**config.mk**
```make
export PLATFORM = sky130hd
export DESIGN_NAME = url_percent_decoder_core
export DESIGN_NICKNAME = d
export VERILOG_FILES = /design/src/sv/urlpd_pkg.sv /design/src/sv/urlpd_front.sv /design/src/sv/urlpd_queue.sv /design/src/sv/urlpd_back.sv /design/src/sv/url_percent_decoder_core.sv
export SDC_FILE = /design/constraint.sdc
export NUM_CORES = 1
export LEC_CHECK = 0
export BUFFER_PORTS_ARGS = -buffer_cell sky130_fd_sc_hd__buf_2
export CAP_MARGIN = 40
export CORE_MARGIN = 8
export CORE_UTILIZATION = 40
export CTS_CLUSTER_DIAMETER = 200
export CTS_CLUSTER_SIZE = 25
export DETAILED_ROUTE_END_ITERATION = 16
export PLACE_DENSITY = 0.61
export REMOVE_ABC_BUFFERS = 1
export SLEW_MARGIN = 20
export SYNTH_ARGS = -nofsm -noshare
export SYNTH_HDL_FRONTEND = slang
export SYNTH_HIERARCHICAL = 1
export SYNTH_SLANG_ARGS = --single-unit
```
**constraint.sdc**
```tcl
create_clock -name clock -period 8.3 [get_ports clock]
set_input_delay 0 -clock clock [delete_from_list [all_inputs] [get_ports clock]]
set_output_delay 0 -clock clock [all_outputs]
set_load 0.005 [all_outputs]
```
**src/sv/urlpd_pkg.sv**
```systemverilog
// Shared types, character codes and helper functions for the URL percent decoder.
`default_nettype none

package urlpd_pkg;

   localparam int unsigned MAX_OUT     = 3;
   localparam int unsigned CNT_W       = $clog2(MAX_OUT + 1);
   localparam int unsigned QUEUE_DEPTH = 2;
   localparam int unsigned QCNT_W      = $clog2(QUEUE_DEPTH + 1);

   localparam logic [7:0] CH_PLUS    = 8'h2B;
   localparam logic [7:0] CH_PERCENT = 8'h25;
   localparam logic [7:0] CH_SPACE   = 8'h20;

   typedef enum logic [1:0] {
      HOLD_NONE  = 2'd0,
      HOLD_PCT   = 2'd1,
      HOLD_DIGIT = 2'd2
   } hold_type;

   // One decoded group: the bytes that a single input transfer produces.
   typedef struct packed {
      logic [CNT_W-1:0]           count;
      logic [MAX_OUT-1:0][7:0]    data;
      logic                       last;
   } group_type;

   function automatic logic is_hex(input logic [7:0] c);
      return (c >= 8'h30 && c <= 8'h39) || (c >= 8'h61 && c <= 8'h66) ||
             (c >= 8'h41 && c <= 8'h46);
   endfunction

   function automatic logic [3:0] hex_value(input logic [7:0] c);
      logic [7:0] d;
      if (c <= 8'h39) begin
         d = c - 8'h30;
      end else if (c >= 8'h61) begin
         d = c - 8'h57;
      end else begin
         d = c - 8'h37;
      end
      return d[3:0];
   endfunction

endpackage

`default_nettype wire

```
**src/sv/urlpd_front.sv**
```systemverilog
// Front end: accepts raw bytes, tracks held escape characters and builds output groups.
`default_nettype none

module urlpd_front (
   input  wire logic                 clock,
   input  wire logic                 reset,
   input  wire logic                 req_tvalid,
   output logic                      req_tready,
   input  wire logic [7:0]           req_tdata,
   input  wire logic                 req_tlast,
   input  wire logic                 q_full,
   output logic                      q_push,
   output urlpd_pkg::group_type      q_wr
);
   import urlpd_pkg::*;

   hold_type   hold_ff, hold_in;
   logic [7:0] digit_ff, digit_in;
   logic       accept;
   logic       fresh;
   logic [CNT_W-1:0] n;
   logic [MAX_OUT-1:0][7:0] bytes;

   assign req_tready = !q_full;
   assign accept     = req_tvalid && req_tready;

   always_comb begin
      n        = '0;
      bytes    = '0;
      hold_in  = hold_ff;
      digit_in = digit_ff;
      fresh    = 1'b0;

      unique case (hold_ff)
         HOLD_PCT: begin
            if (is_hex(req_tdata)) begin
               hold_in  = HOLD_DIGIT;
               digit_in = req_tdata;
            end else begin
               bytes[0] = CH_PERCENT;
               n        = CNT_W'(1);
               hold_in  = HOLD_NONE;
               fresh    = 1'b1;
            end
         end
         HOLD_DIGIT: begin
            hold_in = HOLD_NONE;
            if (is_hex(req_tdata)) begin
               bytes[0] = {hex_value(digit_ff), hex_value(req_tdata)};
               n        = CNT_W'(1);
            end else begin
               bytes[0] = CH_PERCENT;
               bytes[1] = digit_ff;
               n        = CNT_W'(2);
               fresh    = 1'b1;
            end
         end
         default: begin
            hold_in = HOLD_NONE;
            fresh   = 1'b1;
         end
      endcase

      // A byte that breaks an escape is decoded as if nothing were held.
      if (fresh) begin
         if (req_tdata == CH_PLUS) begin
            bytes[n[1:0]] = CH_SPACE;
            n             = n + CNT_W'(1);
         end else if (req_tdata == CH_PERCENT) begin
            hold_in = HOLD_PCT;
         end else begin
            bytes[n[1:0]] = req_tdata;
            n             = n + CNT_W'(1);
         end
      end

      // The final byte of a string flushes whatever is still held.
      if (req_tlast) begin
         if (hold_in != HOLD_NONE) begin
            bytes[n[1:0]] = CH_PERCENT;
            n             = n + CNT_W'(1);
         end
         if (hold_in == HOLD_DIGIT) begin
            bytes[n[1:0]] = digit_in;
            n             = n + CNT_W'(1);
         end
         hold_in = HOLD_NONE;
      end
   end

   assign q_push     = accept && (n != '0);
   assign q_wr.count = n;
   assign q_wr.data  = bytes;
   assign q_wr.last  = req_tlast;

   always_ff @(posedge clock) begin
      if (reset) begin
         hold_ff <= HOLD_NONE;
      end else if (accept) begin
         hold_ff <= hold_in;
      end
   end

   always_ff @(posedge clock) begin
      if (reset) begin
         digit_ff <= '0;
      end else if (accept) begin
         digit_ff <= digit_in;
      end
   end

endmodule

`default_nettype wire

```
**src/sv/urlpd_queue.sv**
```systemverilog
// Two-entry queue of decoded groups between the front and back ends.
`default_nettype none

module urlpd_queue (
   input  wire logic                 clock,
   input  wire logic                 reset,
   input  wire logic                 push,
   input  wire urlpd_pkg::group_type wr,
   input  wire logic                 pop,
   output urlpd_pkg::group_type      head,
   output logic                      empty,
   output logic                      full
);
   import urlpd_pkg::*;

   group_type         entry_ff [QUEUE_DEPTH];
   logic              wptr_ff, wptr_in;
   logic              rptr_ff, rptr_in;
   logic [QCNT_W-1:0] count_ff, count_in;

   assign empty = (count_ff == '0);
   assign full  = (count_ff == QCNT_W'(QUEUE_DEPTH));
   assign head  = entry_ff[rptr_ff];

   always_comb begin
      wptr_in  = push ? !wptr_ff : wptr_ff;
      rptr_in  = pop  ? !rptr_ff : rptr_ff;
      count_in = count_ff + QCNT_W'(push) - QCNT_W'(pop);
   end

   always_ff @(posedge clock) begin
      if (reset) begin
         wptr_ff  <= 1'b0;
         rptr_ff  <= 1'b0;
         count_ff <= '0;
      end else begin
         wptr_ff  <= wptr_in;
         rptr_ff  <= rptr_in;
         count_ff <= count_in;
      end
   end

   always_ff @(posedge clock) begin
      if (push) begin
         entry_ff[wptr_ff] <= wr;
      end
   end

endmodule

`default_nettype wire

```
**src/sv/urlpd_back.sv**
```systemverilog
// Back end: unpacks queued groups into single output bytes through an output register.
`default_nettype none

module urlpd_back (
   input  wire logic                 clock,
   input  wire logic                 reset,
   input  wire urlpd_pkg::group_type head,
   input  wire logic                 empty,
   output logic                      pop,
   output logic                      rsp_tvalid,
   input  wire logic                 rsp_tready,
   output logic [7:0]                rsp_tdata,
   output logic                      rsp_tlast
);
   import urlpd_pkg::*;

   logic [CNT_W-1:0] idx_ff, idx_in;
   logic             valid_ff, valid_in;
   logic [7:0]       data_ff;
   logic             last_ff;
   logic             load;
   logic             final_byte;

   assign load       = !empty && (!valid_ff || rsp_tready);
   assign final_byte = (idx_ff == head.count - CNT_W'(1));
   assign pop        = load && final_byte;

   always_comb begin
      idx_in   = idx_ff;
      valid_in = valid_ff;
      if (load) begin
         valid_in = 1'b1;
         idx_in   = final_byte ? '0 : idx_ff + CNT_W'(1);
      end else if (rsp_tready) begin
         valid_in = 1'b0;
      end
   end

   always_ff @(posedge clock) begin
      if (reset) begin
         idx_ff   <= '0;
         valid_ff <= 1'b0;
      end else begin
         idx_ff   <= idx_in;
         valid_ff <= valid_in;
      end
   end

   always_ff @(posedge clock) begin
      if (load) begin
         data_ff <= head.data[idx_ff[1:0]];
         last_ff <= head.last && final_byte;
      end
   end

   assign rsp_tvalid = valid_ff;
   assign rsp_tdata  = data_ff;
   assign rsp_tlast  = last_ff;

endmodule

`default_nettype wire

```
**src/sv/url_percent_decoder_core.sv**
```systemverilog
// Top level of the streaming URL percent decoder for form-encoded text.
`default_nettype none

// Decodes a form-encoded byte stream: '+' becomes a space, '%' with two hex
// digits becomes one byte, and a broken escape is passed through literally.
// Bytes enter one per cycle while the queue is not full, and decoded bytes leave
// one per cycle while the receiver is ready; an input byte yields 0 to 3 output bytes.
// The front end registers its decoding into a two-group queue, and the back
// end drains that queue one byte per cycle, while the receiver is ready,
// through the output register, so a decoded byte passes through a queue entry
// and then the output register before it is valid at the output.
// The input stalls only while the queue holds two groups.
module url_percent_decoder_core (
   input  wire logic       clock,
   input  wire logic       reset,
   input  wire logic       req_tvalid,
   output logic            req_tready,
   input  wire logic [7:0] req_tdata,   // [7:0] in_byte
   input  wire logic       req_tlast,
   output logic            rsp_tvalid,
   input  wire logic       rsp_tready,
   output logic [7:0]      rsp_tdata,   // [7:0] out_byte
   output logic            rsp_tlast
);
   import urlpd_pkg::*;

   group_type q_wr;
   group_type q_head;
   logic      q_push;
   logic      q_pop;
   logic      q_empty;
   logic      q_full;

   urlpd_front u_front (
      .clock      (clock),
      .reset      (reset),
      .req_tvalid (req_tvalid),
      .req_tready (req_tready),
      .req_tdata  (req_tdata),
      .req_tlast  (req_tlast),
      .q_full     (q_full),
      .q_push     (q_push),
      .q_wr       (q_wr)
   );

   urlpd_queue u_queue (
      .clock (clock),
      .reset (reset),
      .push  (q_push),
      .wr    (q_wr),
      .pop   (q_pop),
      .head  (q_head),
      .empty (q_empty),
      .full  (q_full)
   );

   urlpd_back u_back (
      .clock      (clock),
      .reset      (reset),
      .head       (q_head),
      .empty      (q_empty),
      .pop        (q_pop),
      .rsp_tvalid (rsp_tvalid),
      .rsp_tready (rsp_tready),
      .rsp_tdata  (rsp_tdata),
      .rsp_tlast  (rsp_tlast)
   );

   // The front end never writes into a full queue.
   a_no_overflow: assert property (@(posedge clock) disable iff (reset)
      q_push |-> !q_full)
      else $error("group pushed into a full queue");

   // Every queued group carries at least one byte and no more than MAX_OUT.
   a_group_nonempty: assert property (@(posedge clock) disable iff (reset)
      q_push |-> (q_wr.count != '0) && (q_wr.count <= CNT_W'(MAX_OUT)))
      else $error("group with a bad byte count");

   // The back end only retires a group that is present.
   a_no_underflow: assert property (@(posedge clock) disable iff (reset)
      q_pop |-> !q_empty)
      else $error("group popped from an empty queue");

endmodule

`default_nettype wire
```
# Word-level counts from Yosys, hierarchy flattened
# Memory sizes are Yosys's and may differ from the RTL's. A register that Yosys moved wholly into a read port is not among the register bits.
# Cells that the tools add are included.
# totals
rom_bits	0
out_inout_bits	11
mem_count	1
ram_bits	54
latchBits	0
ff_bits	26
# memory_table
name	words	word_bits	rd	rd_clocked_by_memory_dff	wr	line	source
u_queue.entry_ff	2	27	1	1	1	urlpd_queue.sv:16	group_type entry_ff [QUEUE_DEPTH];
# classes
reduce_logical	24
muxes	53
n_eq_ne	7
bitwise_logic	6
magnitude_cmp	15
multipliers	0
n_addsub	13
n_div	0
shift	0
# ops
cell	count
$mux W24	7
$mux W8	9
$bwmux W24	2
$demux W8 S2	3
$mux W2	15
$ge A8 B7 Y1 const B	3
$and A14 B21 Y21	1
$not A21 Y21	1
$bmux W8 S2	1
$eq A8 B6 Y1 const B	2
$le A8 B6 Y1 const B	2
$le A8 B7 Y1 const B	2
$mux W4	4
$pmux W8 S2	1
$sub A4 B3 Y4 const B	4
$and A15 B15 Y15	1
$not A15 Y15	1
$lt A2 B3 Y1 const B	4
$logic_and A1 B1 Y1	11
$mux W1	9
$or A9 B9 Y9	1
$add A2 B1 Y2 const B	4
$ge A8 B6 Y1 const B	1
$sub A4 B1 Y4 const B	2
other kinds (15)	27

# Depth between registers and ports, before layout
# logic_depth
ltp_word	21
depth_mapped	20
depth_no_buf	20

# By module
# The synthesis kept the hierarchy.
# by_module_without_submodules
mod	cells_per_inst	area_per_inst_um2	seq_area_each_um2	n_inst
urlpd_queue	105	2268.4	1721.7	1
urlpd_front	239	1783.0	200.2	1
urlpd_back	59	640.6	330.3	1

# Worst setup path after synthesis
# OpenSTA, ideal clock, no wires.
# synth_path
path_kind	input -> register
from	input req_tdata[0]
to	memory u_queue/entry_ff[0][0] in the netlist's numbering (enable)
t_arrival_ns	4.370
slack_ns	3.516
path_stages	18
setup_time_ns	0.414
cell_sequence	inv_1 ha_1 nor4bb_1 a211oi_4 nand2_2 mux2i_4 ha_1 o21ai_0 a21oi_1 a21oi_1 ha_1 a21o_1 inv_1 ha_1 nor2_1 o31ai_1 a31oi_1 nor2b_1
# synth_between
elab_chain_cells	20
# synth_rtl
element	line	source
start: declaration	url_percent_decoder_core.sv:18	input wire logic [7:0] req_tdata,
$ge A8 B6 Y1, or another cell as far along	urlpd_pkg.sv:29	return (c >= 8'h30 && c <= 8'h39) || (c >= 8'h61 && c <= 8'h66) ||
$logic_and A1 B1 Y1	urlpd_pkg.sv:29	
$logic_or A1 B1 Y1 (2 in a row)	urlpd_pkg.sv:29	
$mux W2 / $mux W1 (equally long branches)	urlpd_front.sv:48, urlpd_front.sv:36	
$pmux W2 S2	urlpd_front.sv:34	unique case (hold_ff)
$add A2 B1 Y2	urlpd_front.sv:68, urlpd_front.sv:73	
$mux W2	urlpd_front.sv:69	end else if (req_tdata == CH_PERCENT) begin
$mux W2	urlpd_front.sv:66	if (req_tdata == CH_PLUS) begin
[4 not listed]	-	
$add A2 B1 Y2	urlpd_front.sv:85	n = n + CNT_W'(1);
$mux W2	urlpd_front.sv:83	if (hold_in == HOLD_DIGIT) begin
$mux W2 (*)	urlpd_front.sv:78	if (req_tlast) begin
$reduce_bool A2 Y1 (*)	urlpd_front.sv:91	assign q_push = accept && (n != '0);
$logic_and A1 B1 Y1 (*)	urlpd_front.sv:91	
named net q_push	url_percent_decoder_core.sv:29	logic q_push;
$mux W1 (*)	urlpd_queue.sv:44	if (push) begin
$mux W1 (not written as such) (*)	urlpd_queue.sv:45	entry_ff[wptr_ff] <= wr;
end: declaration	urlpd_queue.sv:16	
# Mark *: on every way through the listed nets, which the timed path passes. The rest lies on a longest branch. The select of a mux whose other input is x is not followed.

==> summary.txt <==
Clock network
  – CTS tree: built
  – CTS sink cnt: between 80 and 90
  – H-tree depth: 3
  – Buffer count from post-CTS setup fixing: 0
  – Post_cts resized: 0
  – Root buf cell: clkbuf_16
  – Worst-path clk slew: roughly 0.06 ns
  – Total CTS buffers: 9
  – Clock Latency Late Sink: 0.33 ns
  – CTS max path bufs: 2

Worst setup path
  – Startpoint types: input port
  – Crit Path Class: in2reg
  – Critical path peak fanout: 13
  – Worst reg2reg path startpoint: u_front/hold_ff[1]
  – CP Capture Type: flop
  – Arr. time, crit path: between 4 and 5 ns
  – Worst Setup SP: req_tdata[0]
  – WP data required: around 8.4 ns

Timing
  – Fmax: between 200 and 250 MHz
  – Setup TNS: 0 ns
  – Final Worst Setup Slack: 3.64 ns
  – Setup Skew: between 0.006 and 0.007 ns
  – Slew margin rel.: 0.500
  – Period minus WS final: around 4.7 ns
  – Final period utilization: 0.561
  – Setup violators final: 0
  – Slew Limit Fails: 0
  – RSZ-0062 raised after global routing: false
  – Worst-Margin Slew: between 0.7 and 0.8 ns
  – Final hold vios: 0
  – WHS: approximately 0.050 ns

Global route
  – Total gr overflow: 0
  – Largest net degree at the start of global routing: 28
  – Vias in the first global route: roughly 3100
  – Total track usage: 0.141
  – First-pass GRT wire length: approximately 17000 um
  – Initial antenna violation count: 0

Detailed routing
  – Vias per inst: about 5.6
  – Drt pass-1 iters: 4
  – Initial DRC Count: 185
  – DRC viols: 0
  – WL per Instance: between 15 and 20 um
  – Routed wire length: ~11000 um
  – Via Count: between 3000 and 4000
  – ANT nets after route: 0

Power
  – PwrDens: about 250 nW/um^2
  – Leak: 0.00198 uW
  – Peak VDD IR: roughly 0.16 mV
  – Overall power: 1290 uW

Synthesis
  – Commonest cells post-synth: edfxtp_1, nand2_1, nor2_1
  – Area leader, netlist: edfxtp_1
  – Most common cell in the netlist: edfxtp_1
  – Post-synthesis register bit count: between 80 and 90
  – Post-synthesis area per instance: 11.6 sq um
  – Syn. warnings: 6
  – Cell variety after synth: just over 70
  – Yosys top cell area share: 0.403
  – Register area share after synthesis: 0.480
  – Most used DFF post-synth: edfxtp_1
  – Post-synthesis cell count: ~400
  – Post-synth EDFFs: 63
  – Synth async-reset ratio: 0
  – Dominant cells by area after synthesis: edfxtp_1, dfxtp_1, mux2_4, ha_1, mux2i_1
  – Post-Syn Area: 4690 sq um

Die
  – Die area: approximately 15000 sq um
  – DIE WIDTH: between 100 and 150 um
  – CORE AREA: 11400 sq um
  – I/O pins: 24
  – Die Y: about 120 um
  – Rows: 39
  – Starting density of the core: 0.411

Run
  – MaxCap Viol Count: 0

Layout
  – Area Overhead vs Synth: 9.55%
  – Share of cells above drive strength 1: 0.197
  – Inserted Diodes: 0
  – Nets: between 400 and 500
  – Non-Filler Instances: 570

Status
  – Status: completed

Placement
  – DP Wirelength: about 8100 um
  – IO buf count: 23
  – Worst slack, placed: 3.34 ns
  – Placed insts: between 500 and 600
  – RD Place Congestion: approximately 0.93

Min path
  – Worst hold path class: in2reg
  – Min-delay src: reset
stage by stage:
step / utilization / instance area [sq um]
after floorplan: - / 4530
after global placement: 0.425 / 4850
after detailed placement: 0.425 / 4850
after CTS: 0.450 / 5140
after global routing: 0.450 / 5140
final: 0.450 / 5140
final timing paths:
path                            end  slack, ns  depth (start not counted)
min              u_front/hold_ff[1]       0.05                          2
min reg2reg     u_front/digit_ff[7]       0.52                          1
max reg2reg  u_queue/entry_ff[1][2]       3.68                         18
max          u_queue/entry_ff[1][2]       3.64                         21
state kept, by name, indices dropped and copies added, names as in the netlist, named ones only:
signal,cells
u_queue/count_ff,2
u_queue/rptr_ff,1
u_back/rsp_tvalid,1
u_back/idx_ff,2
u_queue/wptr_ff,1
u_queue/entry_ff,54
u_back/rsp_tlast,1
u_front/hold_ff,2
u_front/digit_ff,8
u_back/rsp_tdata,8
cells in the final DEF (no fill, tap or decap), types with 4 or more instances in the layout:
| cell type | Yosys | layout |
|---|---|---|
| a22o_1 | 6 | 6 |
| a21o_1 | 6 | 6 |
| a211o_1 | 4 | 4 |
| inv_1 | 24 | 24 |
| nand3_1 | 10 | 10 |
| a21oi_1 | 19 | 19 |
| mux2_2 | 9 | 9 |
| ha_1 | 19 | 19 |
| mux2i_1 | 14 | 14 |
| buf_2 | 3 | 23 |
| nor2b_1 | 5 | 4 |
| nor2_1 | 28 | 28 |
| edfxtp_1 | 63 | 63 |
| xnor2_1 | 7 | 7 |
| o21ai_0 | 17 | 17 |
| dfxtp_1 | 18 | 18 |
| and3_1 | 8 | 8 |
| nand2_1 | 30 | 30 |
| clkbuf_16 | 0 | 9 |
| mux2_4 | 20 | 20 |
worst max-delay path: stages:
cell      delay, ns
buf_2          0.20
inv_1          0.16
ha_1           0.24
nor4bb_1       0.17
a211oi_4       0.55
nand2_2        0.27
mux2i_4        0.30
ha_1           0.31
o21ai_0        0.07
a21oi_1        0.30
a21oi_1        0.12
ha_1           0.33
a21o_1         0.17
inv_1          0.07
ha_1           0.22
o21ai_0        0.10
nor4_1         0.25
a22o_4         0.19
nand2_2        0.09
a221o_1        0.36
a32o_1         0.24
cell type report:
type                            instances  area (sq um)
Fill cell                            1093          6280
Clock buffer                           12           236
Inverter                               24          90.1
Clock inverter                          4          46.3
Sequential cell                        81          2250
Timing Repair Buffer                   27           148
Multi-Input combinational cell        279          2190
Tap cell                              143           179
cell families (layout without fill, tap and decap cells):
group / Yosys count / after routing / synth area share
xor+xnor: 10 / 10 / 0.0216
mux: 44 / 44 / 0.120
buf+inv: 43 / 67 / 0.0541
compound gates: 94 / 94 / 0.144
flops: 81 / 81 / 0.480
simple gates: 112 / 112 / 0.129
fa+ha+maj: 19 / 19 / 0.0507
where the power goes:
group	internal, uW	leakage, uW	switching [uW]
combinational	171	0.00110	178
clock	232	0.000134	146
sequential	533	0.000744	32.9
timing repair:
action | in CTS | in global routing
endpoints found under the hold margin | 1 | 0
hold buffers | 1 | 0
setup endpoints to repair | 0 | 0
metal layers:
| metal | vias to the layer above | track usage | share of wire |
|---|---|---|---|
| met4 | 0 | 0.0659 | 0.026 |
| met2 | 81 | 0.219 | 0.47 |
| met1 | 1540 | 0.185 | 0.47 |
| met5 | - | 0 | 0 |
| met3 | 22 | 0.0285 | 0.037 |
| li1 | 1524 | - | - |
No activity file was read; power rests on OpenSTA's default activity.
